### src/sv/tspc_pkg.sv
// shared types and constants for the train speed pi power controller
// used by tspc_ctrl, tspc_datapath and train_speed_pi_power_controller
package tspc_pkg;

  // default parameter values
  localparam int unsigned DEF_POWER_LIMIT    = 120000;
  localparam int unsigned DEF_GAIN_FRAC_BITS = 16;

  // field widths
  localparam int unsigned SPEED_W = 16;
  localparam int unsigned GAIN_W  = 32;
  localparam int unsigned PER_W   = 16;
  localparam int unsigned POWER_W = 17;
  localparam int unsigned KPH_W   = 17;
  localparam int unsigned ERR_W   = 18;
  localparam int unsigned INTEG_W = 48;
  localparam int unsigned TOTAL_W = 82;

  // shared multiplier operand and product widths
  localparam int unsigned MUL_A_W = 33;
  localparam int unsigned MUL_B_W = 32;
  localparam int unsigned PROD_W  = MUL_A_W + MUL_B_W;

  // 1.60934 in q16
  localparam logic [MUL_A_W-1:0] KPH_PER_MPH = 33'd105470;

  // divide by 2000 as shift by 4 then multiply by 2^37/125 with one correction
  localparam int unsigned         RECIP_SHIFT = 37;
  localparam logic [MUL_A_W-1:0] RECIP_125   = 33'd1099511627;
  localparam logic [30:0]        DIV_125     = 31'd125;

  // register reset value
  localparam logic [PER_W-1:0] PERIOD_RESET = 16'd100;

  // configuration register indexes
  typedef enum logic [1:0] {
    REG_PROP_GAIN  = 2'd0,
    REG_INTEG_GAIN = 2'd1,
    REG_PERIOD_MS  = 2'd2
  } reg_idx_t;

  // sequencer states
  typedef enum logic [3:0] {
    ST_IDLE,
    ST_MUL_T,
    ST_MUL_A,
    ST_ERR,
    ST_MUL_PER,
    ST_MUL_REC,
    ST_CORR,
    ST_INTEG,
    ST_MUL_KP,
    ST_MUL_KIL,
    ST_MUL_KIH,
    ST_SUM,
    ST_CLAMP
  } state_t;

  // datapath operations
  typedef enum logic [3:0] {
    OP_NONE,
    OP_MUL_T,
    OP_MUL_A,
    OP_ERR,
    OP_MUL_PER,
    OP_MUL_REC,
    OP_CORR,
    OP_INTEG,
    OP_MUL_KP,
    OP_MUL_KIL,
    OP_MUL_KIH,
    OP_SUM,
    OP_CLAMP
  } op_t;

  typedef struct packed {
    logic accept;
    op_t  op;
    logic out_load;
  } cmd_t;

  typedef struct packed {
    logic out_busy;
  } status_t;

endpackage

### src/sv/tspc_ctrl.sv
// sequencer for one control tick through the shared multiplier datapath
// depends on tspc_pkg
module tspc_ctrl (
  input  logic               clk,
  input  logic               rst,
  input  logic               in_valid,
  output logic               in_ready,
  input  tspc_pkg::status_t  status,
  output tspc_pkg::cmd_t     cmd
);

  tspc_pkg::state_t state;
  tspc_pkg::state_t state_next;

  // state register
  always_ff @(posedge clk) begin
    if (rst) begin
      state <= tspc_pkg::ST_IDLE;
    end else begin
      state <= state_next;
    end
  end

  // next state
  always_comb begin
    state_next = state;
    case (state)
      tspc_pkg::ST_IDLE:    if (in_valid) state_next = tspc_pkg::ST_MUL_T;
      tspc_pkg::ST_MUL_T:   state_next = tspc_pkg::ST_MUL_A;
      tspc_pkg::ST_MUL_A:   state_next = tspc_pkg::ST_ERR;
      tspc_pkg::ST_ERR:     state_next = tspc_pkg::ST_MUL_PER;
      tspc_pkg::ST_MUL_PER: state_next = tspc_pkg::ST_MUL_REC;
      tspc_pkg::ST_MUL_REC: state_next = tspc_pkg::ST_CORR;
      tspc_pkg::ST_CORR:    state_next = tspc_pkg::ST_INTEG;
      tspc_pkg::ST_INTEG:   state_next = tspc_pkg::ST_MUL_KP;
      tspc_pkg::ST_MUL_KP:  state_next = tspc_pkg::ST_MUL_KIL;
      tspc_pkg::ST_MUL_KIL: state_next = tspc_pkg::ST_MUL_KIH;
      tspc_pkg::ST_MUL_KIH: state_next = tspc_pkg::ST_SUM;
      tspc_pkg::ST_SUM:     state_next = tspc_pkg::ST_CLAMP;
      tspc_pkg::ST_CLAMP:   if (!status.out_busy) state_next = tspc_pkg::ST_IDLE;
      default:              state_next = tspc_pkg::ST_IDLE;
    endcase
  end

  // outputs
  always_comb begin
    in_ready     = 1'b0;
    cmd.accept   = 1'b0;
    cmd.op       = tspc_pkg::OP_NONE;
    cmd.out_load = 1'b0;
    case (state)
      tspc_pkg::ST_IDLE: begin
        in_ready   = 1'b1;
        cmd.accept = in_valid;
      end
      tspc_pkg::ST_MUL_T:   cmd.op = tspc_pkg::OP_MUL_T;
      tspc_pkg::ST_MUL_A:   cmd.op = tspc_pkg::OP_MUL_A;
      tspc_pkg::ST_ERR:     cmd.op = tspc_pkg::OP_ERR;
      tspc_pkg::ST_MUL_PER: cmd.op = tspc_pkg::OP_MUL_PER;
      tspc_pkg::ST_MUL_REC: cmd.op = tspc_pkg::OP_MUL_REC;
      tspc_pkg::ST_CORR:    cmd.op = tspc_pkg::OP_CORR;
      tspc_pkg::ST_INTEG:   cmd.op = tspc_pkg::OP_INTEG;
      tspc_pkg::ST_MUL_KP:  cmd.op = tspc_pkg::OP_MUL_KP;
      tspc_pkg::ST_MUL_KIL: cmd.op = tspc_pkg::OP_MUL_KIL;
      tspc_pkg::ST_MUL_KIH: cmd.op = tspc_pkg::OP_MUL_KIH;
      tspc_pkg::ST_SUM:     cmd.op = tspc_pkg::OP_SUM;
      tspc_pkg::ST_CLAMP: begin
        cmd.op       = tspc_pkg::OP_CLAMP;
        cmd.out_load = ~status.out_busy;
      end
      default: ;
    endcase
  end

endmodule

### config.mk
export PLATFORM = sky130hd
export DESIGN_NAME = tspc_ctrl
export DESIGN_NICKNAME = d
export VERILOG_FILES = /design/src/sv/tspc_pkg.sv /design/src/sv/tspc_ctrl.sv
export SDC_FILE = /design/constraint.sdc
export NUM_CORES = 1
export LEC_CHECK = 0
export BUFFER_PORTS_ARGS = -buffer_cell sky130_fd_sc_hd__buf_2
export CAP_MARGIN = 20
export CORE_AREA = 2 2 39 41
export DETAILED_ROUTE_END_ITERATION = 6
export DIE_AREA = 0 0 41 43
export HOLD_SLACK_MARGIN = 0.02
export PLACE_DENSITY = 0.53
export SYNTH_ARGS = -nofsm -noshare
export SYNTH_HDL_FRONTEND = slang
export SYNTH_SLANG_ARGS = --single-unit
### constraint.sdc
create_clock -name clk -period 1 [get_ports clk]
set_input_delay 0.1 -clock clk [delete_from_list [all_inputs] [get_ports clk]]
set_output_delay 0.1 -clock clk [all_outputs]
set_load 0.05 [all_outputs]
**Word-level counts from Yosys, hierarchy flattened**

Cells that the tools add are included.
Widths: inputs -> output; s select.

- Output and inout bits: 7
- Input port bits: 4
- Flip-flop bits (word level): 4

- Bitwise operators: 1
- Equal/unequal tests: 14
- Reduce and logical (&&, ||, !) cells: 2
- Mux-type cells: 7

Operator list:

| cell | count |
|---|---|
| $pmux 4 s13 | 1 |
| $pmux 4 s12 | 1 |
| $eq 4x4->1 const B | 5 |
| $eq 4x3->1 const B | 4 |
| $eq 4x2->1 const B | 2 |
| $mux 4 | 2 |
| $eq 4x1->1 const B | 1 |
| $logic_not 4->1 | 1 |
| $ne 2x2->1 const B | 2 |
| $mux 1 | 3 |
| $reduce_and 2->1 | 1 |
| $not 1->1 | 1 |

**Logic depth before layout (Yosys ltp)**

- Word-level depth: 3
- Depth in mapped cells: 4
- Mapped depth without buffers: 3

**Worst setup path before layout**

OpenSTA, ideal clock, no wires.

- Path type: register to output
- From: reg state[0]
- To: out cmd[3] in the netlist's numbering
- Slack: -928 ps
- Cell stages (with the launch flop): 4
- Data arrival time: 1,828 ps
- Path buffers: 1
- Cell sequence: dfxtp_1 buf_6 or2_4 a21boi_0

RTL lines:

| element | RTL line | RTL |
|---|---|---|
| start: declaration | tspc_ctrl.sv:12 | `tspc_pkg::state_t state;` |
| start signal: assignment | tspc_ctrl.sv:18 | `state <= tspc_pkg::ST_IDLE;` |
| start signal: assignment | tspc_ctrl.sv:20 | `state <= state_next;` |
| end: declaration | tspc_ctrl.sv:9 | `output tspc_pkg::cmd_t cmd` |

==> impl_summary.md <==
CTS
After clock tree synthesis, the clock-pin slew on the worst setup and hold paths is 40 ps. The number of buffers between clock root and the deepest sink is 2. The clock sink count is 4. The clock tree from TritonCTS is done. The number of CTS-inserted buffers is 3. The clock reaches the later pin of the worst-skew pair after 230 ps. Once the clock tree was built, the setup fixing pass inserted 0 buffers.

The deepest level of the CTS H-tree is 1. The tree is rooted in a sky130_fd_sc_hd__clkbuf_4.

Die
The total area inside the core boundary comes to 0.001384 mm2. In this run the vertical extent of the chip is 43 um. The initial utilization of the core area, before any placement, comes to 20.98%.

The number of core rows is 14. The die covers 0.001763 mm2. The horizontal die dimension is 41 um. The I/O pin total is 11.

Power and ir drop
Cell internal power was estimated by the tool at 0.4885 mW. The switching power is 0.3444 mW. The worst vdd rail ir drop is 0.0008978 V. The proportion of power drawn by combinational gates is 52.2%. Of the total power, the share spent switching nets is 41.35%.

The clock network is responsible for 22.9% of the overall power. The total power consumption of the routed design is 0.8329 mW. In this run, flip-flops and latches consume 25.0% of the power. In this run the power density over the cells is 1780 mW/mm2. The analysis attributes to cell leakage a power of 0.1972 nW.

STA
The final worst slack is -324.3 ps. Derived from the worst setup path, the maximum achievable clock frequency is 755.1 MHz. For the pin with the worst max-slew slack, the measured transition is 261.3 ps. Setup repair after global routing could not meet its margin everywhere. The final max-slew violation count is 0. The hold slack is 93.67 ps. Measured against its own limit, the worst slew margin works out to 82.40%. The setup clock skew after layout is 2.579 ps. In the finished design, the share of the clock period the worst path needs comes to 132.4%.

The final-report hold violation count is 0. The routed design could run at a clock period as short as 1324 ps. The setup-violating endpoint count in the final report is 9.

Finish
In the final layout, the registers with the most flip-flops are state x4. The number of antenna diodes in the final layout is 0. The number of non-filler instances in the completed layout is 65.

Of the cells placed in the final design, the portion with a size suffix greater than 1 is 69.39%. The most common library cell in the layout ignoring fill and taps is sky130_fd_sc_hd__buf_4. The library cells used most frequently in the layout, excluding fill and tap cells, are 7 x sky130_fd_sc_hd__buf_4, 6 x sky130_fd_sc_hd__buf_2, 3 x sky130_fd_sc_hd__clkbuf_4. The area growth from synthesis to layout is 61.21%. For this run, the post-layout net count is 55.

For this run, the share of the core covered by cells in the final layout is 33.82%. The register with the most flip-flops in the layout has 4 of them. The register with the most flip-flops is state.

Global route
The met2 global-route usage is 10.00%. The total global routing track utilization is 8.241%. The overflow left after global routing is 0.

For this run, global-route usage on met3 was measured as 3.141%. Global routing used 12.26% of the available met1 tracks. The wire length of the first global-routing pass is 966 um. The via count of the first global-routing pass is 221. The most used routing layer is met1. The maximum number of pins on one net before global-route repair is 9. The number of antenna violations at the first check in global routing is 0.

Setup path
The cell with the biggest individual delay on the critical path is sky130_fd_sc_hd__dfxtp_1. The buffer and inverter count on the worst path is 1. Of all nets on the critical path, the largest fanout is 4. The type of the worst setup path is flip-flop to primary output. The signal on the critical path passes through or2_4 > nor3_4 > and2_4 > buf_8.

The capturing element type of the critical path is a primary output. STA classifies the critical path startpoint as a flip-flop. The biggest cell delay along the critical path is 300 ps. STA puts the critical path data required time at 900 ps. Data on the critical path arrives at its endpoint at 1220 ps.

The kind of cell adding the most delay to the critical path is simple AND/OR/NAND/NOR gates.

Routing
The post-route antenna net violation count is 0. Detailed routing inserted a total of 294 vias. The count of TritonRoute iterations in the first routing pass is 3. In the final routed layout, each cell accounts on average for 10.14 um.

The initial detailed-routing violation count is 9. Dividing the detail-routed via count by the number of cells gives 4.523. The final routed wirelength across all metal layers is 659 um.

In the routed design, unresolved DRC markers number 0.

Placement
The number of placed instances, taps included, is 62. The global placer's final weighted congestion is 0.7624. The estimated wirelength of the detail-placed design is 508.3 um. Prior to clock tree synthesis, the placed netlist has a worst setup slack of -183.1 ps. The quantity of I/O buffers inserted on ports is 10.

Yosys
The number of nets handed over by synthesis was 37. The number of different library cells used by synthesis comes to 23. The number of enable flip-flop cells after synthesis is 0.

Among all flip-flop cells after synthesis, the most frequent one is sky130_fd_sc_hd__dfxtp_1. The sequential share of the synthesized area is 27.59%. Synthesis produced a netlist whose cell count is 33.

For this run, asynchronously set or reset flops after synthesis account for 0%. The mean cell area of the mapped netlist is 8.796 um2. The total number of yosys warnings is 0. The register bit count reported by yosys is 4.

The total standard cell area after synthesis is 290.3 um2.

Status
The flow ran to the end, but the final reports show violations. The final reports fail on setup timing.

Min path
The min-delay analysis places its worst path in the category input pin to flip-flop.

Flow run
The number of max-cap violations is 0.
per-stage QoR:
| step | TNS [ps] | instance area (um2) |
|---|---|---|
| floorplan | -2043 | 302.8 |
| global placement | -1268 | 400.4 |
| detailed placement | -1274 | 400.4 |
| CTS | -2147 | 456.7 |
| global route | -2540 | 467.9 |
| finish | -2097 | 467.9 |
timing repair:
item	4_1_cts	5_1_grt
resized for setup	12	2
setup endpoints to repair	10	10
hold buffers	0	0
cloned	0	0
pin swaps	2	0
per-layer routing:
layer  part of all wire [%]  routed length, um
met5                      0                  0
met4                      0                  0
met2                     47                308
met3                    3.2                 21
met1                     50                329
path summary, 6_finish.rpt:
check	from	to	slack (ps)	depth (start not counted)
worst min-delay path	rst	state[3]	90	2
worst min register to register	state[2]	state[0]	570	1
worst max-delay path	state[0]	cmd[5]	-320	4
worst max register to register	state[2]	state[2]	-80	4
cell families (layout without fill, tap and decap cells):
kind of cell | after synthesis | after routing | synth area share, %
flip-flops | 4 | 4 | 27.59
XOR/XNOR | 1 | 1 | 3.018
AO/OA/AOI/OAI | 9 | 9 | 21.56
buffers and inverters | 5 | 21 | 14.22
AND/OR/NAND/NOR | 14 | 14 | 33.62
area by class of cell:
class,instances,area [um2]
repair buffers,17,140.1
multi-input cells,24,198.9
clock buffers,3,22.52
well taps,16,20.02
inverters,1,3.754
fillers,146,915.9
flip-flops and latches,4,82.58
power groups by stage:
stage	registers [mW]	logic [mW]	clock network, mW
after floorplan	0.189	0.344	0
after global placement	0.208	0.395	0
after CTS	0.206	0.428	0.202
final	0.208	0.435	0.190
after detailed placement	0.207	0.397	0
after global routing	0.210	0.463	0.211
cell usage after synthesis (2+ instances only):
cell,count,area [um2]
sky130_fd_sc_hd__buf_4,2,15.01
sky130_fd_sc_hd__nor3_1,2,10.01
sky130_fd_sc_hd__nor4_1,2,12.51
sky130_fd_sc_hd__buf_6,2,22.52
sky130_fd_sc_hd__a21oi_1,2,10.01
sky130_fd_sc_hd__nor2_1,2,7.510
sky130_fd_sc_hd__dfxtp_1,4,80.08
sky130_fd_sc_hd__and2_1,2,12.51
worst reg2reg max path, stage by stage, from the launching register on:
cell                      delay (ps)
sky130_fd_sc_hd__dfxtp_2         360
sky130_fd_sc_hd__buf_4           150
sky130_fd_sc_hd__and3_4          140
sky130_fd_sc_hd__a211o_1         270
sky130_fd_sc_hd__a21oi_2          90
Note: power is estimated with default switching activity, not from simulation.
